### src/sv/hlcd_pkg.sv
// Shared types and constants for the header/length/checksum deframer.
// Used by hlcd_ctrl, hlcd_dpath and the top level; no dependencies.
package hlcd_pkg;

    localparam int STORE_DEPTH_DEF = 32;
    localparam int LEN_W           = 5;
    localparam int BYTE_W          = 8;
    localparam int CFG_IDX_W       = 2;
    localparam int CFG_DATA_W      = 8;

    localparam logic [BYTE_W-1:0] HEADER_RESET  = 8'hAA;
    localparam logic [LEN_W-1:0]  MAX_LEN_RESET = 5'd19;
    localparam logic [BYTE_W-1:0] MIN_LEN       = 8'd3;

    // configuration register indexes
    localparam logic [CFG_IDX_W-1:0] CFG_HEADER  = 2'd0;
    localparam logic [CFG_IDX_W-1:0] CFG_MAX_LEN = 2'd1;

    // controller -> datapath
    typedef struct packed {
        logic start;     // header seen: restart frame with this byte
        logic put;       // store byte, bump count and sum
        logic set_len;   // latch frame length
        logic clear;     // parse ends: clear count, sum, read index
        logic rd_issue;  // read next stored byte for output
        logic load_err;  // load error result into output register
    } t_cmd;

    // datapath -> controller
    typedef struct packed {
        logic hdr_match;
        logic len_ok;
        logic count_done;
        logic sum_match;
        logic rd_last;
        logic issue_ok;  // output register free next cycle, no read in flight
    } t_stat;

endpackage

### src/sv/hlcd_ram.sv
// Generic single-write, single-read RAM with registered read data.
// No dependencies.
module hlcd_ram #(
    parameter int WIDTH = 8,
    parameter int DEPTH = 32
) (
    input  logic                     i_clk,
    input  logic                     i_we,
    input  logic [$clog2(DEPTH)-1:0] i_waddr,
    input  logic [WIDTH-1:0]         i_wdata,
    input  logic                     i_re,
    input  logic [$clog2(DEPTH)-1:0] i_raddr,
    output logic [WIDTH-1:0]         o_rdata
);

    logic [WIDTH-1:0] r_mem [DEPTH];
    logic [WIDTH-1:0] r_rdata;

    always_ff @(posedge i_clk) begin
        if (i_we) begin
            r_mem[i_waddr] <= i_wdata;
        end
        if (i_re) begin
            r_rdata <= r_mem[i_raddr];
        end
    end

    assign o_rdata = r_rdata;

endmodule

### src/sv/hlcd_dpath.sv
// Deframer datapath: config registers, count/sum/length, frame store, output register.
// Depends on hlcd_pkg and hlcd_ram.
module hlcd_dpath
    import hlcd_pkg::*;
#(
    parameter int STORE_DEPTH = STORE_DEPTH_DEF
) (
    input  logic                  i_clk,
    input  logic                  i_rst_n,
    input  logic                  i_cfg_valid,
    input  logic [CFG_IDX_W-1:0]  i_cfg_index,
    input  logic [CFG_DATA_W-1:0] i_cfg_data,
    input  logic [BYTE_W-1:0]     i_rx_byte,
    input  logic                  i_out_ready,
    input  t_cmd                  i_cmd,
    output t_stat                 o_stat,
    output logic                  o_out_valid,
    output logic [BYTE_W-1:0]     o_frame_byte,
    output logic                  o_last_byte,
    output logic                  o_checksum_error
);

    localparam int AW = $clog2(STORE_DEPTH);

    logic [BYTE_W-1:0] r_header;
    logic [LEN_W-1:0]  r_max_len;
    logic [LEN_W-1:0]  r_count, n_count;
    logic [LEN_W-1:0]  r_len;
    logic [BYTE_W-1:0] r_sum, n_sum;
    logic [LEN_W-1:0]  r_rd_idx;
    logic              r_rd_pend;
    logic              r_rd_last;
    logic              r_out_valid;
    logic [BYTE_W-1:0] r_out_byte;
    logic              r_out_last;
    logic              r_out_err;

    logic [LEN_W+AW-1:0] wa_ext, ra_ext;
    logic [AW-1:0]       waddr, raddr;
    logic [BYTE_W-1:0]   rdata;
    logic                we;

    // config writes; unknown indexes ignored
    always_ff @(posedge i_clk) begin
        if (!i_rst_n) begin
            r_header  <= HEADER_RESET;
            r_max_len <= MAX_LEN_RESET;
        end else if (i_cfg_valid) begin
            unique case (i_cfg_index)
                CFG_HEADER:  r_header  <= i_cfg_data;
                CFG_MAX_LEN: r_max_len <= i_cfg_data[LEN_W-1:0];
                default: ;
            endcase
        end
    end

    always_comb begin
        n_count = r_count;
        n_sum   = r_sum;
        if (i_cmd.start) begin
            n_count = LEN_W'(1);
            n_sum   = i_rx_byte;
        end else if (i_cmd.put) begin
            n_count = r_count + LEN_W'(1);
            n_sum   = r_sum + i_rx_byte;
        end else if (i_cmd.clear) begin
            n_count = '0;
            n_sum   = '0;
        end
    end

    always_ff @(posedge i_clk) begin
        if (!i_rst_n) begin
            r_count   <= '0;
            r_sum     <= '0;
            r_len     <= '0;
            r_rd_idx  <= '0;
            r_rd_pend <= 1'b0;
            r_out_valid <= 1'b0;
        end else begin
            r_count   <= n_count;
            r_sum     <= n_sum;
            r_rd_pend <= i_cmd.rd_issue;
            if (i_cmd.set_len) begin
                r_len <= i_rx_byte[LEN_W-1:0];
            end
            if (i_cmd.clear) begin
                r_rd_idx <= '0;
            end else if (i_cmd.rd_issue) begin
                r_rd_idx <= r_rd_idx + LEN_W'(1);
            end
            if (r_rd_pend || i_cmd.load_err) begin
                r_out_valid <= 1'b1;
            end else if (i_out_ready) begin
                r_out_valid <= 1'b0;
            end
        end
    end

    // output payload
    always_ff @(posedge i_clk) begin
        if (i_cmd.rd_issue) begin
            r_rd_last <= o_stat.rd_last;
        end
        if (r_rd_pend) begin
            r_out_byte <= rdata;
            r_out_last <= r_rd_last;
            r_out_err  <= 1'b0;
        end else if (i_cmd.load_err) begin
            r_out_byte <= '0;
            r_out_last <= 1'b1;
            r_out_err  <= 1'b1;
        end
    end

    // addresses always fall below STORE_DEPTH since length <= STORE_DEPTH
    assign wa_ext = {{AW{1'b0}}, (i_cmd.start ? LEN_W'(0) : r_count)};
    assign ra_ext = {{AW{1'b0}}, r_rd_idx};
    assign waddr  = wa_ext[AW-1:0];
    assign raddr  = ra_ext[AW-1:0];
    assign we     = i_cmd.start | i_cmd.put;

    hlcd_ram #(
        .WIDTH(BYTE_W),
        .DEPTH(STORE_DEPTH)
    ) u_store (
        .i_clk   (i_clk),
        .i_we    (we),
        .i_waddr (waddr),
        .i_wdata (i_rx_byte),
        .i_re    (i_cmd.rd_issue),
        .i_raddr (raddr),
        .o_rdata (rdata)
    );

    always_comb begin
        o_stat.hdr_match  = (i_rx_byte == r_header);
        o_stat.len_ok     = (i_rx_byte >= MIN_LEN)
                          && (i_rx_byte <= {{(BYTE_W-LEN_W){1'b0}}, r_max_len})
                          && ({1'b0, i_rx_byte} <= (BYTE_W+1)'(STORE_DEPTH));
        o_stat.count_done = ({1'b0, r_count} + (LEN_W+1)'(1)) >= {1'b0, r_len};
        o_stat.sum_match  = (i_rx_byte == r_sum);
        o_stat.rd_last    = ((r_rd_idx + LEN_W'(1)) == r_len);
        o_stat.issue_ok   = (!r_out_valid || i_out_ready) && !r_rd_pend;
    end

    assign o_out_valid      = r_out_valid;
    assign o_frame_byte     = r_out_byte;
    assign o_last_byte      = r_out_last;
    assign o_checksum_error = r_out_err;

endmodule

### src/sv/hlcd_ctrl.sv
// Deframer controller: hunt/length/payload/checksum parsing and frame dump sequencing.
// Depends on hlcd_pkg.
module hlcd_ctrl
    import hlcd_pkg::*;
(
    input  logic  i_clk,
    input  logic  i_rst_n,
    input  logic  i_rx_valid,
    output logic  o_rx_ready,
    input  t_stat i_stat,
    output t_cmd  o_cmd
);

    typedef enum logic [2:0] {
        S_HUNT,
        S_LEN,
        S_DATA,
        S_CHK,
        S_EMIT,
        S_ERR
    } t_state;

    t_state r_state, n_state;
    logic   acc;

    assign o_rx_ready = (r_state != S_EMIT) && (r_state != S_ERR);
    assign acc        = i_rx_valid && o_rx_ready;

    always_comb begin
        n_state = r_state;
        o_cmd   = '0;
        unique case (r_state)
            S_HUNT: begin
                if (acc && i_stat.hdr_match) begin
                    o_cmd.start = 1'b1;
                    n_state     = S_LEN;
                end
            end
            S_LEN: begin
                if (acc) begin
                    if (i_stat.len_ok) begin
                        o_cmd.put     = 1'b1;
                        o_cmd.set_len = 1'b1;
                        n_state       = S_DATA;
                    end else begin
                        // rejected length is not rechecked as a header
                        o_cmd.clear = 1'b1;
                        n_state     = S_HUNT;
                    end
                end
            end
            S_DATA: begin
                if (acc) begin
                    o_cmd.put = 1'b1;
                    if (i_stat.count_done) begin
                        n_state = S_CHK;
                    end
                end
            end
            S_CHK: begin
                if (acc) begin
                    o_cmd.clear = 1'b1;
                    n_state     = i_stat.sum_match ? S_EMIT : S_ERR;
                end
            end
            S_EMIT: begin
                if (i_stat.issue_ok) begin
                    o_cmd.rd_issue = 1'b1;
                    if (i_stat.rd_last) begin
                        n_state = S_HUNT;
                    end
                end
            end
            S_ERR: begin
                if (i_stat.issue_ok) begin
                    o_cmd.load_err = 1'b1;
                    n_state        = S_HUNT;
                end
            end
            default: n_state = S_HUNT;
        endcase
    end

    always_ff @(posedge i_clk) begin
        if (!i_rst_n) begin
            r_state <= S_HUNT;
        end else begin
            r_state <= n_state;
        end
    end

endmodule

### src/sv/header_length_checksum_deframer_core.sv
// Length-prefixed frame receiver with 8-bit additive checksum.
// Input: one byte per cycle while parsing; ready is low while dumping a frame or error.
// Output: once the checksum byte is taken, each stored frame byte is read from the
// registered store and then loaded into the output register; one read is in flight
// at most; a read waits for a free output register, so output stall holds the dump.
// A bad sum gives the error result. Reset: control cleared, header 0xAA, max length 19.
module header_length_checksum_deframer_core
    import hlcd_pkg::*;
#(
    parameter int STORE_DEPTH = STORE_DEPTH_DEF
) (
    input  logic                  i_clk,
    input  logic                  i_rst_n,
    input  logic                  i_cfg_valid,
    output logic                  o_cfg_ready,
    input  logic [CFG_IDX_W-1:0]  i_cfg_index,
    input  logic [CFG_DATA_W-1:0] i_cfg_data,
    input  logic                  i_rx_valid,
    output logic                  o_rx_ready,
    input  logic [BYTE_W-1:0]     i_rx_byte,
    output logic                  o_out_valid,
    input  logic                  i_out_ready,
    output logic [BYTE_W-1:0]     o_frame_byte,
    output logic                  o_last_byte,
    output logic                  o_checksum_error
);

    t_cmd  cmd;
    t_stat stat;

    assign o_cfg_ready = 1'b1;

    hlcd_ctrl u_ctrl (
        .i_clk      (i_clk),
        .i_rst_n    (i_rst_n),
        .i_rx_valid (i_rx_valid),
        .o_rx_ready (o_rx_ready),
        .i_stat     (stat),
        .o_cmd      (cmd)
    );

    hlcd_dpath #(
        .STORE_DEPTH(STORE_DEPTH)
    ) u_dpath (
        .i_clk            (i_clk),
        .i_rst_n          (i_rst_n),
        .i_cfg_valid      (i_cfg_valid),
        .i_cfg_index      (i_cfg_index),
        .i_cfg_data       (i_cfg_data),
        .i_rx_byte        (i_rx_byte),
        .i_out_ready      (i_out_ready),
        .i_cmd            (cmd),
        .o_stat           (stat),
        .o_out_valid      (o_out_valid),
        .o_frame_byte     (o_frame_byte),
        .o_last_byte      (o_last_byte),
        .o_checksum_error (o_checksum_error)
    );

    a_err_shape: assert property (@(posedge i_clk) disable iff (!i_rst_n)
        o_out_valid && o_checksum_error |-> o_last_byte && (o_frame_byte == '0))
        else $error("error result with bad payload");

    a_no_rx_in_dump: assert property (@(posedge i_clk) disable iff (!i_rst_n)
        (cmd.rd_issue || cmd.load_err) |-> !o_rx_ready)
        else $error("input ready while dumping a frame");

    a_err_loaded: assert property (@(posedge i_clk) disable iff (!i_rst_n)
        cmd.load_err |=> o_out_valid && o_checksum_error)
        else $error("error result not presented");

    a_byte_loaded: assert property (@(posedge i_clk) disable iff (!i_rst_n)
        cmd.rd_issue |=> ##1 o_out_valid && !o_checksum_error)
        else $error("frame byte not presented after read");

endmodule
### config.mk
export PLATFORM = sky130hd
export DESIGN_NAME = header_length_checksum_deframer_core
export DESIGN_NICKNAME = d
export VERILOG_FILES = /design/src/sv/hlcd_pkg.sv /design/src/sv/hlcd_ram.sv /design/src/sv/hlcd_dpath.sv /design/src/sv/hlcd_ctrl.sv /design/src/sv/header_length_checksum_deframer_core.sv
export SDC_FILE = /design/constraint.sdc
export NUM_CORES = 1
export LEC_CHECK = 0
export BUFFER_PORTS_ARGS = -buffer_cell sky130_fd_sc_hd__buf_2
export CAP_MARGIN = 20
export CORE_MARGIN = 4
export CORE_UTILIZATION = 50
export DETAILED_ROUTE_END_ITERATION = 16
export MAX_ROUTING_LAYER = met4
export PLACE_DENSITY = 0.66
export SLEW_MARGIN = 20
export SYNTH_ARGS = -nofsm -noshare
export SYNTH_HDL_FRONTEND = slang
export SYNTH_SLANG_ARGS = --single-unit
### constraint.sdc
create_clock -name i_clk -period 4.1 [get_ports i_clk]
set_input_delay 0.205 -clock i_clk [delete_from_list [all_inputs] [get_ports i_clk]]
set_output_delay 0.205 -clock i_clk [all_outputs]
set_load 0.01 [all_outputs]
==> flow_summary.yaml <==
clocking:
  cts.sink_count: 316
  ctsHoldBuffers: 8
  h-tree-depth: 2
  cts-root-buf: "clkbuf_16"
  cts_setup_buffers: 0
  numCtsBuffers: 34
  cts_resized: 0
  cts_tree: "done"
  clk_latency_ps: 510
  clk_pin_slew_ps: 60
  clockBufferDepth: 3
floorplanning:
  die_y_um: 170
  start_util_pct: 50.7
  core_area_mm2: 0.0260
  die_w_um: 170
  rows: 59
  dieArea_mm2: 0.0290
  ios: 36
detailed_routing:
  routed_via_density: 6.05
  vias: 7122
  antenna_left: 0
  drtIter0Drc: 738
  wl_per_cell_um: 25.0
  drt_first_pass_iters: 7
  wl_um: 29400
  drc_errors: 0
pwr:
  power_density_mw_per_mm2: 455
  seqPwrFrac_pct: 51.3
  internal_power_mw: 5.52
  vdd_drop_max_uv: 270
  switching_share_pct: 18.9
  p_leak_nw: 4.82
  power.switching_mw: 1.29
  clkPwrFrac_pct: 46.6
  combPwrFrac_pct: 2.1
timing:
  rsz0062_at_grt: "no"
  fin_setup_tns_ps: 0
  finClkSkew_ps: 12.7
  tightest_slew_ps: 987
  finalSetupViolCount: 0
  max_slew_margin_pct: 33.7
  post-route-period-util_pct: 73.1
  max_freq_mhz: 333
  hold_viol: 0
  slew_viol_final: 0
  period_needed_ps: 3000
worst_setup_path:
  end_kind: "flop"
  critPathArrivalTime_ps: 3130
  crit_type: "reg -> reg"
  cp_max_fo: 8
  worstPathRequired_ps: 4230
  crit_path_start_kind: "flop"
cells_and_area:
  drive_above_1_share_pct: 21.4
  fin_nets: 864
  n_fill_cell: 1938
  syn_to_final_growth_pct: 13.6
  diodes: 0
  fin_area_mm2: 0.0150
global_routing:
  grt_first_pass_wirelength_um: 45200
  grtUsageTotal_pct: 21.4
  grt_max_degree: 54
  antenna_found_initial: 0
  grt_overflow: 0
  grt_pass1_vias: 7199
logic_synthesis:
  synth_area_mm2: 0.0132
  ys.flop_type: "edfxtp_1"
  netlist-cell-type-count: 54
  syn_avg_cell_area_um2: 17.3
  synth_warnings: 0
  synth-seq-cells: 316
  synthArstFlopShare_pct: 0
  synthCells: 762
  syn_nets: 805
  synth_edf_count: 274
  yosysSeqAreaShare_pct: 68.9
status:
  status: "finished, final reports clean"
placed_design:
  dpl.hpwl_um: 18800
  gp_congestion: 0.888
  placed_area_mm2: 0.0137
  port_buffers: 34
job:
  maxCapViolations: 0
min_path:
  hold_class: "in -> reg"
[kinds of logic after synthesis]
| family | synth area share (%) |
|---|---|
| flip-flops | 68.9 |
| AND/OR/NAND/NOR | 5.75 |
| multiplexers | 16.1 |
| AO/OA/AOI/OAI | 3.29 |
| buffers and inverters | 2.10 |
| XOR/XNOR | 1.86 |
| adder cells (fa/ha/maj) | 1.96 |
| other | 0.0285 |
[worst max-delay path, cell delays in order (launching register included)]
cell,delay (ps)
dfxtp_1,320
inv_1,60
ha_1,290
nor2b_1,130
o31ai_1,180
a21oi_1,210
o21ai_2,310
nand3b_1,390
nor2_1,740
[state kept, by name (all words and copies together), names as in the netlist]
signal                    flops
u_dpath.r_count               5
u_dpath.o_out_valid           1
u_dpath.r_sum                 8
u_dpath.r_header              8
u_dpath.r_len                 5
u_dpath.r_max_len             5
u_dpath.u_store.r_mem       256
u_dpath.r_rd_pend             1
u_dpath.o_checksum_error      1
u_dpath.r_rd_idx              5
u_dpath.o_frame_byte          8
u_dpath.r_rd_last             1
u_ctrl.r_state                3
u_dpath.u_store.o_rdata       8
u_dpath.o_last_byte           1
[layout make-up]
cell class	instances	area (um2)	share of cell area, %
timing repair buffer	61	405	2.71
tap	335	419	2.80
multi-input combinational	388	3820	25.6
inverter	20	75.1	0.502
sequential	316	9070	60.7
clock buffer	39	891	5.96
clock inverter	18	267	1.78
[worst paths after layout]
path                                 start                     endpoint  slack, ps  cells after the start
hold / removal                     i_rst_n         u_dpath.r_max_len[4]         80                      2
hold reg to reg   u_dpath.o_checksum_error     u_dpath.o_checksum_error        470                      2
setup reg to reg      u_dpath.r_max_len[1]  u_dpath.u_store.r_mem[9][3]       1100                      8
setup / recovery      u_dpath.r_max_len[1]  u_dpath.u_store.r_mem[9][3]       1100                      8
[per-layer routing]
layer	share of wire [%]	up-vias	GRT usage (%)	wire, um
li1	-	3127	-	-
met1	44	3621	31.7	13000
met2	47	330	32.1	13900
met3	6.7	44	2.79	1970
met4	1.8	0	4.97	525
met5	0	-	-	0
[Yosys cell counts (2+ instances only)]
cell      number  area (um2)
nor2_1        60         225
o31ai_1        8        60.1
or2_2          2        12.5
a221oi_1       2        17.5
mux2i_1       17         170
mux4_2        64        1440
nor2b_1        4        25.0
o211ai_1       2        15.0
a21oi_1       21         105
and3_1         2        12.5
o22ai_1        3        18.8
xnor2_1       12         105
edfxtp_1     274        8230
xor2_1        16         140
nand3_1       18        90.1
clkbuf_1      21        78.8
buf_2          7        35.0
and2_1        10        62.6
nor3_1        12        60.1
buf_1          5        18.8
nor4_1         6        37.5
nand3b_1       3        22.5
or3_1          4        25.0
dfxtp_1       42         841
a21o_1         2        15.0
nand4_1        2        12.5
nand2_1       33         124
o21ai_0       20         100
mux2_2         8        90.1
inv_1         19        71.3
nand2b_1       4        25.0
mux4_1        16         420
ha_1          19         238
a22oi_1        3        22.5
buf_8          2        30.0
[layout by cell type, fill, tap and decap left out, drive strengths merged, types with 3 or more instances in the layout]
| cell type | synthesis | final |
|---|---|---|
| a21oi | 21 | 21 |
| a22oi | 3 | 3 |
| and2 | 10 | 10 |
| buf | 17 | 53 |
| bufinv | 0 | 7 |
| clkbuf | 21 | 39 |
| clkinv | 1 | 9 |
| dfxtp | 42 | 42 |
| dlygate4sd3 | 0 | 8 |
| edfxtp | 274 | 274 |
| ha | 19 | 19 |
| inv | 19 | 20 |
| mux2 | 8 | 8 |
| mux2i | 17 | 17 |
| mux4 | 80 | 80 |
| nand2 | 33 | 33 |
| nand2b | 4 | 4 |
| nand3 | 18 | 18 |
| nand3b | 3 | 3 |
| nor2 | 61 | 61 |
| nor2b | 4 | 4 |
| nor3 | 12 | 12 |
| nor4 | 6 | 6 |
| o21ai | 22 | 22 |
| o22ai | 3 | 3 |
| o31ai | 8 | 8 |
| or3 | 4 | 4 |
| xnor2 | 12 | 12 |
| xor2 | 16 | 16 |
[power by group through the flow]
stage                     clock network [mW]  registers [mW]  logic [mW]
after floorplan                            0            3.56      0.0511
after global placement                     0            3.56       0.133
after detailed placement                   0            3.56       0.139
after CTS                               3.22            3.49       0.145
after global routing                    3.37            3.49       0.158
final                                   3.17            3.49       0.143
[per-stage QoR]
stage / utilization, % / worst slack [ps] / total power, mW / hold WS (ps) / cells
floorplan: - / 830 / 3.61 / 304 / 762
global placement: 52.8 / 850 / 3.70 / 420 / 1112
detailed placement: 52.8 / 685 / 3.70 / 427 / 1112
CTS: 57.6 / 1100 / 6.86 / 68.9 / 1177
global route: 57.6 / 867 / 7.02 / 102 / 1177
finish: 57.6 / 1100 / 6.81 / 83.1 / 1177
(Power assumes the default switching activity.)
